File: src/seven_segment_mux_display_core_macros.svh
// Assertion macros shared by the display core.
`ifndef SEVEN_SEGMENT_MUX_DISPLAY_CORE_MACROS_SVH
`define SEVEN_SEGMENT_MUX_DISPLAY_CORE_MACROS_SVH

`ifndef SYNTHESIS
// antecedent in this cycle implies consequent in the same cycle
`define SSD_ASSERT_SAME(label, clk, rst_n, ante, cons) \
    label: assert property (@(posedge clk) disable iff (!rst_n) (ante) |-> (cons)) \
        else $error("assertion failed");
// antecedent in this cycle implies consequent in the next cycle
`define SSD_ASSERT_NEXT(label, clk, rst_n, ante, cons) \
    label: assert property (@(posedge clk) disable iff (!rst_n) (ante) |=> (cons)) \
        else $error("assertion failed");
`else
`define SSD_ASSERT_SAME(label, clk, rst_n, ante, cons)
`define SSD_ASSERT_NEXT(label, clk, rst_n, ante, cons)
`endif

`endif

File: src/ssd_pkg.sv
package ssd_pkg;

    localparam int SEGMENTS = 8;
    localparam int DIGITS   = 2;
    localparam int DP_INDEX = 7;

    // command codes
    localparam logic [3:0] CMD_TICK         = 4'd0;
    localparam logic [3:0] CMD_SCAN         = 4'd1;
    localparam logic [3:0] CMD_CHAR         = 4'd2;
    localparam logic [3:0] CMD_BLINK_CHAR   = 4'd3;
    localparam logic [3:0] CMD_SET_POINT    = 4'd4;
    localparam logic [3:0] CMD_BLINK_POINT  = 4'd5;
    localparam logic [3:0] CMD_NUMBER       = 4'd6;
    localparam logic [3:0] CMD_BLINK_NUMBER = 4'd7;
    localparam logic [3:0] CMD_SIGNED       = 4'd8;

    // segment modes; code three is never written and reads as off
    localparam logic [1:0] MODE_OFF   = 2'd0;
    localparam logic [1:0] MODE_ON    = 2'd1;
    localparam logic [1:0] MODE_BLINK = 2'd2;

    // configuration register indexes
    localparam logic [1:0] REG_BLINK_ON     = 2'd0;
    localparam logic [1:0] REG_BLINK_PERIOD = 2'd1;
    localparam logic [1:0] REG_BACK_POINT   = 2'd2;
    localparam logic [1:0] REG_FWD_POINT    = 2'd3;

    localparam logic [11:0] BLINK_ON_RESET     = 12'd500;
    localparam logic [11:0] BLINK_PERIOD_RESET = 12'd1000;
    localparam logic [11:0] ELAPSED_MAX        = 12'hFFF;

    localparam logic [7:0] CHAR_ZERO = 8'h30;
    localparam logic [7:0] CHAR_DASH = 8'h2D;
    localparam logic [16:0] NUMBER_LIMIT = 17'd100;

    typedef struct packed {
        logic        [3:0]  cmd;
        logic        [1:0]  digit;
        logic        [7:0]  char_code;
        logic signed [15:0] number;
        logic               flag;
    } item_t;

    typedef struct packed {
        logic [1:0] anode_lines;
        logic [7:0] segment_lines;
    } result_t;

    typedef enum logic {
        ST_IDLE,
        ST_EXEC
    } state_t;

    typedef struct packed {
        logic capture;
        logic execute;
    } ctrl_t;

    typedef struct packed {
        logic is_scan;
        logic out_blocked;
    } status_t;

    // {hit, segment mask 6..0}
    function automatic logic [7:0] glyph_lookup(input logic [7:0] code);
        unique case (code)
            8'h30:   return {1'b1, 7'h3F}; // '0'
            8'h31:   return {1'b1, 7'h30};
            8'h32:   return {1'b1, 7'h5B};
            8'h33:   return {1'b1, 7'h79};
            8'h34:   return {1'b1, 7'h74};
            8'h35:   return {1'b1, 7'h6D};
            8'h36:   return {1'b1, 7'h6F};
            8'h37:   return {1'b1, 7'h38};
            8'h38:   return {1'b1, 7'h7F};
            8'h39:   return {1'b1, 7'h7D}; // '9'
            8'h41:   return {1'b1, 7'h7E}; // 'A'
            8'h43:   return {1'b1, 7'h0F}; // 'C'
            8'h63:   return {1'b1, 7'h43}; // 'c'
            8'h45:   return {1'b1, 7'h4F}; // 'E'
            8'h46:   return {1'b1, 7'h4E}; // 'F'
            8'h6F:   return {1'b1, 7'h63}; // 'o'
            8'h2D:   return {1'b1, 7'h40}; // '-'
            8'h20:   return {1'b1, 7'h00}; // blank
            default: return 8'h00;
        endcase
    endfunction

endpackage

File: src/ssd_controller.sv
module ssd_controller (
    input  logic           clk,
    input  logic           rst_n,
    input  logic           item_valid,
    output logic           item_stall,
    input  ssd_pkg::status_t status,
    output ssd_pkg::ctrl_t   ctrl
);
    import ssd_pkg::*;

    state_t state_reg;
    state_t state_next;

    always_ff @(posedge clk or negedge rst_n)
    begin
        if (!rst_n)
            state_reg <= ST_IDLE;
        else
            state_reg <= state_next;
    end

    always_comb
    begin
        state_next = state_reg;
        unique case (state_reg)
            ST_IDLE:
            begin
                if (item_valid)
                    state_next = ST_EXEC;
            end
            ST_EXEC:
            begin
                // hold a scan until the result register can take it
                if (!(status.is_scan && status.out_blocked))
                    state_next = ST_IDLE;
            end
            default: state_next = ST_IDLE;
        endcase
    end

    always_comb
    begin
        ctrl.capture = 1'b0;
        ctrl.execute = 1'b0;
        item_stall   = 1'b1;
        unique case (state_reg)
            ST_IDLE:
            begin
                item_stall   = 1'b0;
                ctrl.capture = item_valid;
            end
            ST_EXEC:
            begin
                ctrl.execute = !(status.is_scan && status.out_blocked);
            end
            default: item_stall = 1'b1;
        endcase
    end

endmodule

File: src/ssd_datapath.sv
module ssd_datapath (
    input  logic             clk,
    input  logic             rst_n,
    input  ssd_pkg::item_t   item,
    input  ssd_pkg::ctrl_t   ctrl,
    output ssd_pkg::status_t status,
    input  logic             cfg_we,
    input  logic [1:0]       cfg_index,
    input  logic [11:0]      cfg_data,
    output logic             result_valid,
    input  logic             result_stall,
    output ssd_pkg::result_t result
);
    import ssd_pkg::*;

    item_t       held_reg;
    logic [1:0]  modes_reg [DIGITS][SEGMENTS];
    logic [1:0]  modes_next [DIGITS][SEGMENTS];
    logic [11:0] elapsed_reg;
    logic [11:0] elapsed_next;
    logic [11:0] blink_on_reg;
    logic [11:0] blink_period_reg;
    logic        back_point_reg;
    logic        fwd_point_reg;
    result_t     result_reg;
    result_t     result_next;
    logic        result_valid_reg;

    logic        digit_ok;
    logic        dsel;
    logic [7:0]  char_glyph;
    logic [16:0] value;
    logic        in_range;
    logic [6:0]  value_low;
    logic [13:0] tens_prod;
    logic [3:0]  tens;
    logic [6:0]  ones_wide;
    logic [7:0]  tens_glyph;
    logic [7:0]  ones_glyph;
    logic [7:0]  hi_glyph;
    logic [7:0]  lo_glyph;
    logic [1:0]  lit_mode;
    logic        blink_lit;
    logic        is_number;

    assign digit_ok   = !held_reg.digit[1];
    assign dsel       = held_reg.digit[0];
    assign char_glyph = glyph_lookup(held_reg.char_code);

    // signed form takes the magnitude; -32768 becomes 32768 and shows dashes
    always_comb
    begin
        value = {held_reg.number[15], held_reg.number};
        if (held_reg.cmd == CMD_SIGNED && held_reg.number[15])
            value = 17'd0 - {held_reg.number[15], held_reg.number};
    end

    assign in_range   = !value[16] && (value < NUMBER_LIMIT);
    assign value_low  = value[6:0];
    // divide by ten via reciprocal, exact for values below 100
    assign tens_prod  = {7'd0, value_low} * 14'd103;
    assign tens       = tens_prod[13:10];
    assign ones_wide  = value_low - 7'({tens, 3'd0} + {2'd0, tens, 1'b0});
    assign tens_glyph = glyph_lookup(CHAR_ZERO + {4'd0, tens});
    assign ones_glyph = glyph_lookup(CHAR_ZERO + {4'd0, ones_wide[3:0]});
    assign hi_glyph   = in_range ? tens_glyph : glyph_lookup(CHAR_DASH);
    assign lo_glyph   = in_range ? ones_glyph : glyph_lookup(CHAR_DASH);

    assign is_number  = (held_reg.cmd == CMD_NUMBER) || (held_reg.cmd == CMD_BLINK_NUMBER)
                        || (held_reg.cmd == CMD_SIGNED);
    assign lit_mode   = (held_reg.cmd == CMD_BLINK_CHAR || held_reg.cmd == CMD_BLINK_NUMBER)
                        ? MODE_BLINK : MODE_ON;

    // blink window and timer update
    always_comb
    begin
        elapsed_next = elapsed_reg;
        blink_lit    = 1'b1;
        if (held_reg.cmd == CMD_TICK)
        begin
            if (elapsed_reg != ELAPSED_MAX)
                elapsed_next = elapsed_reg + 12'd1;
        end
        if (elapsed_reg <= blink_on_reg)
            blink_lit = 1'b1;
        else if (elapsed_reg <= blink_period_reg)
            blink_lit = 1'b0;
        else
        begin
            blink_lit = 1'b1;
            if (held_reg.cmd == CMD_SCAN)
                elapsed_next = 12'd0;
        end
    end

    always_comb
    begin
        modes_next = modes_reg;
        case (held_reg.cmd)
            CMD_CHAR, CMD_BLINK_CHAR:
            begin
                if (digit_ok && char_glyph[7])
                begin
                    for (int j = 0; j < 7; j++)
                        modes_next[dsel][j] = char_glyph[j] ? lit_mode : MODE_OFF;
                end
            end
            CMD_SET_POINT:
            begin
                if (digit_ok)
                    modes_next[dsel][DP_INDEX] = held_reg.flag ? MODE_ON : MODE_OFF;
            end
            CMD_BLINK_POINT:
            begin
                if (digit_ok)
                    modes_next[dsel][DP_INDEX] = MODE_BLINK;
            end
            default:
            begin
                if (is_number)
                begin
                    modes_next[back_point_reg][DP_INDEX] = MODE_OFF;
                    modes_next[fwd_point_reg][DP_INDEX]  = MODE_OFF;
                    for (int j = 0; j < 7; j++)
                    begin
                        modes_next[1][j] = hi_glyph[j] ? lit_mode : MODE_OFF;
                        modes_next[0][j] = lo_glyph[j] ? lit_mode : MODE_OFF;
                    end
                    if (held_reg.cmd == CMD_SIGNED)
                    begin
                        // forward write last, so it wins when both name one digit
                        modes_next[back_point_reg][DP_INDEX] =
                            held_reg.flag ? MODE_ON : MODE_OFF;
                        modes_next[fwd_point_reg][DP_INDEX] =
                            held_reg.flag ? MODE_OFF : MODE_ON;
                    end
                end
            end
        endcase
    end

    always_comb
    begin
        result_next.anode_lines   = 2'b11;
        result_next.segment_lines = 8'hFF;
        if (digit_ok)
        begin
            result_next.anode_lines = dsel ? 2'b01 : 2'b10;
            for (int j = 0; j < SEGMENTS; j++)
                result_next.segment_lines[j] = !((modes_reg[dsel][j] == MODE_ON)
                    || (modes_reg[dsel][j] == MODE_BLINK && blink_lit));
        end
    end

    always_ff @(posedge clk)
    begin
        if (ctrl.capture)
            held_reg <= item;
        if (ctrl.execute && held_reg.cmd == CMD_SCAN)
            result_reg <= result_next;
    end

    always_ff @(posedge clk or negedge rst_n)
    begin
        if (!rst_n)
        begin
            for (int d = 0; d < DIGITS; d++)
                for (int j = 0; j < SEGMENTS; j++)
                    modes_reg[d][j] <= MODE_OFF;
            elapsed_reg      <= 12'd0;
            blink_on_reg     <= BLINK_ON_RESET;
            blink_period_reg <= BLINK_PERIOD_RESET;
            back_point_reg   <= 1'b1;
            fwd_point_reg    <= 1'b0;
            result_valid_reg <= 1'b0;
        end
        else
        begin
            if (ctrl.execute)
            begin
                modes_reg   <= modes_next;
                elapsed_reg <= elapsed_next;
            end
            if (cfg_we)
            begin
                unique case (cfg_index)
                    REG_BLINK_ON:     blink_on_reg     <= cfg_data;
                    REG_BLINK_PERIOD: blink_period_reg <= cfg_data;
                    REG_BACK_POINT:   back_point_reg   <= cfg_data[0];
                    REG_FWD_POINT:    fwd_point_reg    <= cfg_data[0];
                    default:          blink_on_reg     <= blink_on_reg;
                endcase
            end
            if (ctrl.execute && held_reg.cmd == CMD_SCAN)
                result_valid_reg <= 1'b1;
            else if (!result_stall)
                result_valid_reg <= 1'b0;
        end
    end

    assign status.is_scan     = (held_reg.cmd == CMD_SCAN);
    assign status.out_blocked = result_valid_reg && result_stall;
    assign result_valid       = result_valid_reg;
    assign result             = result_reg;

endmodule

File: src/seven_segment_mux_display_core.sv
// Two-digit multiplexed seven-segment display core. Each command beat on the
// item channel is captured in the idle state and executed in the execute
// state; the core takes no new beat until the last one has executed. A scan
// waits in the execute state only while the result register still holds an
// untaken beat. A millisecond tick advances the saturating blink timer; a scan
// returns active-low anode and segment lines for one digit (digit 2 or 3 blanks
// all anodes) and may restart the timer. Char, point and number commands update
// the per-segment mode store (off, on, blink) and give no result. Write the
// configuration registers (blink on time, blink period, backward and forward
// point digits) only while the core is idle.
`include "seven_segment_mux_display_core_macros.svh"

module seven_segment_mux_display_core (
    input  logic             clk,
    input  logic             rst_n,
    // command beats
    input  logic             item_valid,
    output logic             item_stall,
    input  ssd_pkg::item_t   item,
    // scan results
    output logic             result_valid,
    input  logic             result_stall,
    output ssd_pkg::result_t result,
    // configuration writes
    input  logic             cfg_we,
    input  logic [1:0]       cfg_index,
    input  logic [11:0]      cfg_data
);
    import ssd_pkg::*;

    ctrl_t   ctrl;
    status_t status;
    // a scan retires in this cycle and loads the result register
    logic    scan_exec;

    assign scan_exec = ctrl.execute && status.is_scan;

    // sequence capture and execute
    ssd_controller u_controller (
        .clk        (clk),
        .rst_n      (rst_n),
        .item_valid (item_valid),
        .item_stall (item_stall),
        .status     (status),
        .ctrl       (ctrl)
    );

    // mode store, blink timer, glyph decode and result register
    ssd_datapath u_datapath (
        .clk          (clk),
        .rst_n        (rst_n),
        .item         (item),
        .ctrl         (ctrl),
        .status       (status),
        .cfg_we       (cfg_we),
        .cfg_index    (cfg_index),
        .cfg_data     (cfg_data),
        .result_valid (result_valid),
        .result_stall (result_stall),
        .result       (result)
    );

    // an accepted beat moves the core out of idle
    `SSD_ASSERT_NEXT(a_busy_after_accept, clk, rst_n, item_valid && !item_stall, item_stall)
    // never overwrite a result that is still stalled
    `SSD_ASSERT_SAME(a_no_overwrite, clk, rst_n, scan_exec, !status.out_blocked)
    // a new result comes only from an executed scan
    `SSD_ASSERT_SAME(a_result_source, clk, rst_n, $rose(result_valid), $past(scan_exec))

endmodule
File: config.mk
export PLATFORM = sky130hd
export DESIGN_NAME = seven_segment_mux_display_core
export DESIGN_NICKNAME = d
export VERILOG_FILES = /design/src/ssd_pkg.sv /design/src/ssd_controller.sv /design/src/ssd_datapath.sv /design/src/seven_segment_mux_display_core.sv
export VERILOG_INCLUDE_DIRS = /design/src /design/src/src
export SDC_FILE = /design/constraint.sdc
export NUM_CORES = 1
export LEC_CHECK = 0
export BUFFER_PORTS_ARGS = -buffer_cell sky130_fd_sc_hd__buf_4
export CAP_MARGIN = 20
export CORE_MARGIN = 1
export CORE_UTILIZATION = 44
export DETAILED_ROUTE_END_ITERATION = 10
export GPL_ROUTABILITY_DRIVEN = 0
export PLACE_DENSITY = 0.71
export RECOVER_POWER = 100
export SYNTH_ARGS = -nofsm -noshare
export SYNTH_HDL_FRONTEND = slang
export SYNTH_SLANG_ARGS = --single-unit
File: constraint.sdc
create_clock -name clk -period 7.2 [get_ports clk]
set_input_delay 1.44 -clock clk [delete_from_list [all_inputs] [get_ports clk]]
set_output_delay 1.44 -clock clk [all_outputs]
set_load 0.03 [all_outputs]
Yosys cells after proc, flatten, opt, wreduce, memory -nomap -nowiden
Cells that the tools add are included.

word-level totals
  register bits after elaboration = 113
  bits of input ports = 50
  output and inout port bits = 12
  word-level logic and storage cells = 276

cells by class
  $add $sub $neg = 6
  multipliers = 1
  magnitude comparators = 9
  equal/unequal tests = 86
  multiplexer cells = 85
  bitwise logic cells = 11
  reduce and logical (&&, ||, !) cells = 48

operators with widths
  cell                                                          number
  bitwise mux 32 bit                                            10
  equality test 8 x 6 -> 1 bit (second input constant)          36
  case mux 7 bit (18 select lines)                              2
  demux 16 bit (select 1 bit)                                   10
  2-to-1 mux 32 bit                                             5
  equality test 8 x 7 -> 1 bit (second input constant)          18
  case mux 8 bit (18 select lines)                              1
  case mux 32 bit (3 select lines)                              1
  2-to-1 mux 12 bit                                             6
  2-to-1 mux 16 bit                                             4
  2-to-1 mux 2 bit                                              26
  AND 18 bit                                                    2
  NOT 18 bit                                                    2
  <= comparator 12 bit                                          2
  equality test 2 bit (second input constant)                   10
  equality test 2 x 1 -> 1 bit (second input constant)          9
  logical AND 1 bit                                             17
  less-than comparator 17 x 7 -> 1 bit (second input constant)  1
  2-to-1 mux 17 bit                                             1
  subtractor 1 x 16 -> 17 bit (first input constant)            1
  AND 16 bit                                                    1
  equality test 4 x 3 -> 1 bit (second input constant)          4
  NOT 16 bit                                                    1
  bitwise OR 16 bit                                             1
  other kinds (31)                                              75

Depth between registers and ports, before layout
  depth in word-level cells = 16
  mapped depth = 28
  mapped depth without buffers = 26

Hierarchy
Synthesis repeated with hierarchy kept, for this count alone.

second synthesis, totals
  cells, all modules = 848
  area, all modules = 7987.7 um^2

modules (own cells, without submodules)
  module          times used  cells each  area an instance (um^2)  seq. area each (um^2)
  ssd_datapath    1           844         7937.6                   3024.2
  ssd_controller  1           4           50.0                     25.0

Worst setup path after synthesis
Ideal clock, no wire load.

  kind = reg-to-reg
  start point = register u_datapath.held_reg[28] (netlist bit)
  end point = register u_datapath.modes_reg[19] (netlist bit)
  setup time = 0.126 ns
  data arrival time = 6.657 ns
  required time = 7.074 ns
  slack = 0.417 ns
  stages on the path, launching flop included = 29
  path buffers = 3
  period minus slack after synthesis = 6.783 ns
  cell sequence = edfxtp_1 buf_2 nor4b_4 and2_2 buf_6 nand2_1 xor2_1 inv_1 ha_1 ha_1 inv_1 fa_1 fa_1 inv_1 ha_1 nand4_1 a22oi_1 a31oi_1 xnor2_1 clkbuf_1 ha_1 nor3b_1 or3_1 a211o_1 a31oi_1 o21ai_1 a21oi_1 o311ai_2 a221o_1

on the way
  cells in the longest elaborated chain, start to end = 16

RTL lines
  what                                                                          line                                                         text
  start, declared                                                               ssd_datapath.sv:16                                           item_t held_reg;
  start signal, assigned                                                        ssd_datapath.sv:158                                          held_reg <= item;
  equality test 4 bit                                                           ssd_datapath.sv:54, ssd_datapath.sv:70, ssd_datapath.sv:129
  logical AND 1 bit                                                             ssd_datapath.sv:54                                           if (held_reg.cmd == CMD_SIGNED && held_reg.number[15])
  2-to-1 mux 17 bit                                                             ssd_datapath.sv:54
  multiplier 7 x 7 -> 14 bit                                                    ssd_datapath.sv:61                                           assign tens_prod = {7'd0, value_low} * 14'd103;
  adder 4 bit                                                                   ssd_datapath.sv:63                                           assign ones_wide = value_low - 7'({tens, 3'd0} + {2'd0, tens, 1'b0});
  subtractor 4 bit                                                              ssd_datapath.sv:63
  adder 6 x 4 -> 7 bit                                                          ssd_datapath.sv:65                                           assign ones_glyph = glyph_lookup(CHAR_ZERO + {4'd0, ones_wide[3:0]});
  equality test 8 x 6 -> 1 bit or equality test 8 x 7 -> 1 bit (tied branches)  ssd_pkg.sv:67                                                unique case (code)
  case mux 7 bit (18 select lines)                                              ssd_pkg.sv:67
  2-to-1 mux 7 bit                                                              ssd_datapath.sv:67                                           assign lo_glyph = in_range ? ones_glyph : glyph_lookup(CHAR_DASH);
  2-to-1 mux 2 bit                                                              ssd_datapath.sv:127                                          modes_next[0][j] = lo_glyph[j] ? lit_mode : MODE_OFF;
  bitwise mux 32 bit                                                            ssd_datapath.sv:132                                          modes_next[back_point_reg][DP_INDEX] =
  bitwise mux 32 bit                                                            ssd_datapath.sv:134                                          modes_next[fwd_point_reg][DP_INDEX] =
  2-to-1 mux 32 bit                                                             ssd_datapath.sv:129                                          if (held_reg.cmd == CMD_SIGNED)
  2-to-1 mux 32 bit                                                             ssd_datapath.sv:120                                          if (is_number)
  case mux 32 bit (3 select lines)                                              ssd_datapath.sv:99                                           case (held_reg.cmd)
  end signal, assigned                                                          ssd_datapath.sv:181                                          modes_reg <= modes_next;
  end, declared                                                                 ssd_datapath.sv:17                                           logic [1:0] modes_reg [DIGITS][SEGMENTS];

Several ways; a longest one is shown, not always the timed one. The select of a mux whose other input is x is not followed.
A chain may end at the register's enable or synchronous reset.

Worst setup path after layout
  start point = register u_datapath.held_reg[4] (netlist bit)
  end point = register u_datapath.modes_reg[19] (netlist bit)

on the way
  cells in the longest elaborated chain, start to end = 15

RTL lines
  what                                                                          line                 text
  subtractor 1 x 16 -> 17 bit                                                   ssd_datapath.sv:55   value = 17'd0 - {held_reg.number[15], held_reg.number};
  2-to-1 mux 17 bit *                                                           ssd_datapath.sv:54
  multiplier 7 x 7 -> 14 bit                                                    ssd_datapath.sv:61
  adder 4 bit                                                                   ssd_datapath.sv:63
  subtractor 4 bit                                                              ssd_datapath.sv:63
  adder 6 x 4 -> 7 bit                                                          ssd_datapath.sv:65
  equality test 8 x 6 -> 1 bit or equality test 8 x 7 -> 1 bit (tied branches)  ssd_pkg.sv:67
  case mux 7 bit (18 select lines)                                              ssd_pkg.sv:67
  2-to-1 mux 7 bit *                                                            ssd_datapath.sv:67
  2-to-1 mux 2 bit *                                                            ssd_datapath.sv:127
  bitwise mux 32 bit                                                            ssd_datapath.sv:132
  bitwise mux 32 bit                                                            ssd_datapath.sv:134
  2-to-1 mux 32 bit *                                                           ssd_datapath.sv:129
  2-to-1 mux 32 bit *                                                           ssd_datapath.sv:120
  case mux 32 bit (3 select lines) *                                            ssd_datapath.sv:99

Mark *: on every way between the ends. The rest lies on a longest branch, timed or not. The select of a mux whose other input is x is not followed.

==> results.md <==
* Post-Place Cells at between 1,000 and 1,500
* Core ar. at 18,100 sq um
* Avg Vias per Cell at 5.74
* DIE AREA at 19,100 sq um
* Cts bufs inserted at 17
* Mux cell area share after synthesis at 3.23%
* Synth Area in Compound Gates at 21.5%
* Static Leak at between 3 and 4 nW
* Hold Crit Class: reg -> reg
* Pins Over Slew Limit at 105
* Cell count after synthesis at 865
* Initial Util at 45.2%
* Final Critical Period at 6.81 ns
* Worst path bufs/invs at 2
* CP most frequent cell: ha_1
* PortBufs at approximately 60
* Finished Layout Cells at roughly 1,200
* DR WL/cell at 16.3 um
* Post-cts hold buffer count at 0
* Worst clock skew at 0.0156 ns
* Synth Net Count at 990
* CP Cell Sequence: or4_4 > o21ai_0 > xnor2_1 > ha_1 > inv_1 > fa_1 > inv_1 > fa_1 > ha_1 > ha_1 > a211oi_1 > o31ai_2 > a31oi_1 > xnor2_1 > ha_1 > nor3b_1 > or3_1 > a211o_1 > a31oi_1 > o21ai_2 > a21oi_2 > o311ai_2 > a221o_1
* Most frequent cells in the layout: inv_1 (88), ha_1 (67), o21ai_0 (64)
* Failing checks: DRC, capacitance limit, slew limit
* Post-Syn Area at 8180 sq um
* FP Rows at 49
* Clk slew on worst S/H paths at around 0.060 ns
* Area growth syn-to-layout at 14.9%
* Final period utilization at a little over nine tenths
* Max_slew headroom at -161%
* Critical Path RT at 7.49 ns
* Total grt overflow at 0
* Setup TNS at 0 ns
* Starting DRC count in detailed routing at around 440
* WP depth at 23
* Status: complete, but fails checks
* Adder-Cell Fraction of Synth Area at approximately an eighth
* TritonRoute pass-1 iters at 8
* Vias at 6,712
* Sequential area share after synthesis at between 30% and 40%
* EDFF count, synth at 41
* Synth Area in XOR/XNOR at 2.46%
* Final core utilization at 52.0%
* Clock Tree Buf Depth at 2
* Max VDD drop at 0.000408 V
* Post-Synth Simple-Gate Area at 17.4%
* Tot GR Track Use at 20.5%
* Clk_lat worst skew at 0.42 ns
* Primary FF master, synth: dfrtp_1
* Sw frac at 48.8%
* Final hold vios at 0
* DP Wirelength at 14,000 um
* Clock share of power at between 10% and 20%
* Worst hold stages at 2
* Psw at 2.20 mW
* Post-place setup slack at 0.202 ns
* CP peak stage delay at 0.58 ns
* Remaining DRCs at 13
* Die Span X at 138 um
* CP top delay family: compound AO/OA/AOI/OAI gates
* Worst Setup Slack, final at 0.390 ns
* Fmax at 147 MHz
* Crit Path Category: reg -> reg
* CTS root buffer: clkbuf_16
* Share of cells above drive strength 1 at 17.0%
* Antenna-violating nets left at 0
* CTS tree: built
* Distinct cells, synth at 86
* Total wire length at 19,100 um
* Reg power frac at between 10% and 20%
* Die Y at 138 um
* First-pass GRT wire length at 31,600 um
* Synth Register Bits at around 110
* Largest register FFs at 32
* Sink Count at about 110
* Boundary pin count at 62
* CP Capture Type: flop
* Async SR Flop Fraction at 63.7%
* Initial antenna violation count at 0
* Layout net count at 1,052
* H-tree depth at 4
* Power Density at 480 nW/um^2
* Startpoint Class: flop
* Crit path max fanout at 6
* Main combinational cell family by area after synthesis: compound AO/OA/AOI/OAI gates
* Logic pwr share at around 62%
* Crit path DAT at 7.10 ns
* Slowest cell on the critical path: or4_4
* Syn_area_per_cell at 9.46 sq um
* Vias in the first global route at 6,454
* Hold WS at 0.504 ns
* Largest net degree at the start of global routing at 73
* Yosys warnings at 0
* R2R depth at 23
* Number of diodes at 0
* Internal power at 2.31 mW
* Slew @ Worst Pin at 3.92 ns
* Max_cap viols at 2
* Endpoints failing setup at 0
* Most common cell after layout, fill and taps aside: inv_1
-- tightest hold or removal path, stage by stage, from the launching register on --
cell	delay (ns)
dfrtp_1	0.35
nand2_1	0.06
o221ai_1	0.06
-- power by group through the flow --
stage          clock [mW]  combinational, mW  sequential (mW)
2_1_floorplan           0               2.01            0.856
3_3_place_gp            0               2.56            0.894
3_5_place_dp            0               2.60            0.897
4_1_cts             0.844               2.62            0.886
5_1_grt             0.872               3.10            0.894
6_report            0.831               2.80            0.880
-- final cells by class --
cell class | count | area (sq um)
fillers | 1654 | 8680
flip-flops and latches | 113 | 3050
clock buffers | 22 | 497
inverters | 88 | 330
well taps | 229 | 287
clock inverters | 10 | 95.1
multi-input cells | 634 | 4670
repair buffers | 73 | 473
-- synth_stat cells, types with 15 or more instances --
cell / number / area, sq um
clkbuf_1: 16 / 60.1
nand2_1: 51 / 191
nand3_1: 20 / 100
mux2_2: 19 / 214
nor3_1: 26 / 130
ha_1: 67 / 838
inv_1: 88 / 330
nand4_1: 15 / 93.8
xnor2_1: 16 / 140
dfrtp_1: 59 / 1480
edfxtp_1: 41 / 1230
o21ai_0: 63 / 315
nor2_1: 56 / 210
a21oi_1: 48 / 240
-- metrics by stage --
stage | cell area, sq um | power (mW)
floorplan | 8180 | 2.87
global placement | 8820 | 3.45
detailed placement | 8820 | 3.50
CTS | 9420 | 4.35
global route | 9400 | 4.86
finish | 9400 | 4.51
-- what timing repair did --
action / 4_1_cts / 5_1_grt
resized for setup: 0 / 12
buffers inserted: 0 / 5
setup endpoints to repair: 0 / 14
hold endpoints to repair: 0 / 0
-- metal layers --
metal,part of all wire (%),GRT usage (%),vias up
li1,-,-,3334
met1,48,28.1,3167
met2,46,32.6,179
met3,4.7,4.23,32
met4,1.6,6.15,0
met5,0,0,-
-- final timing paths --
check / start / end / slack, ns
min in group asynchronous: rst_n / u_datapath.blink_on_reg[9] / 2.36
max in group asynchronous: rst_n / u_datapath.modes_reg[2] / 2.61
min reg2reg: u_datapath.modes_reg[14] / u_datapath.modes_reg[14] / 0.50
min: u_datapath.modes_reg[14] / u_datapath.modes_reg[14] / 0.50
max reg2reg: u_datapath.held_reg[4] / u_datapath.modes_reg[19] / 0.39
max: u_datapath.held_reg[4] / u_datapath.modes_reg[19] / 0.39
-- cells by family (layout without fill, tap and decap cells) --
group | count (synthesis) | after routing
simple gates | 257 | 257
compound gates | 255 | 255
buf+inv | 118 | 193
flops | 113 | 113
fa+ha+maj | 75 | 75
mux | 24 | 24
xor+xnor | 23 | 23
(Power assumes the default switching activity.)
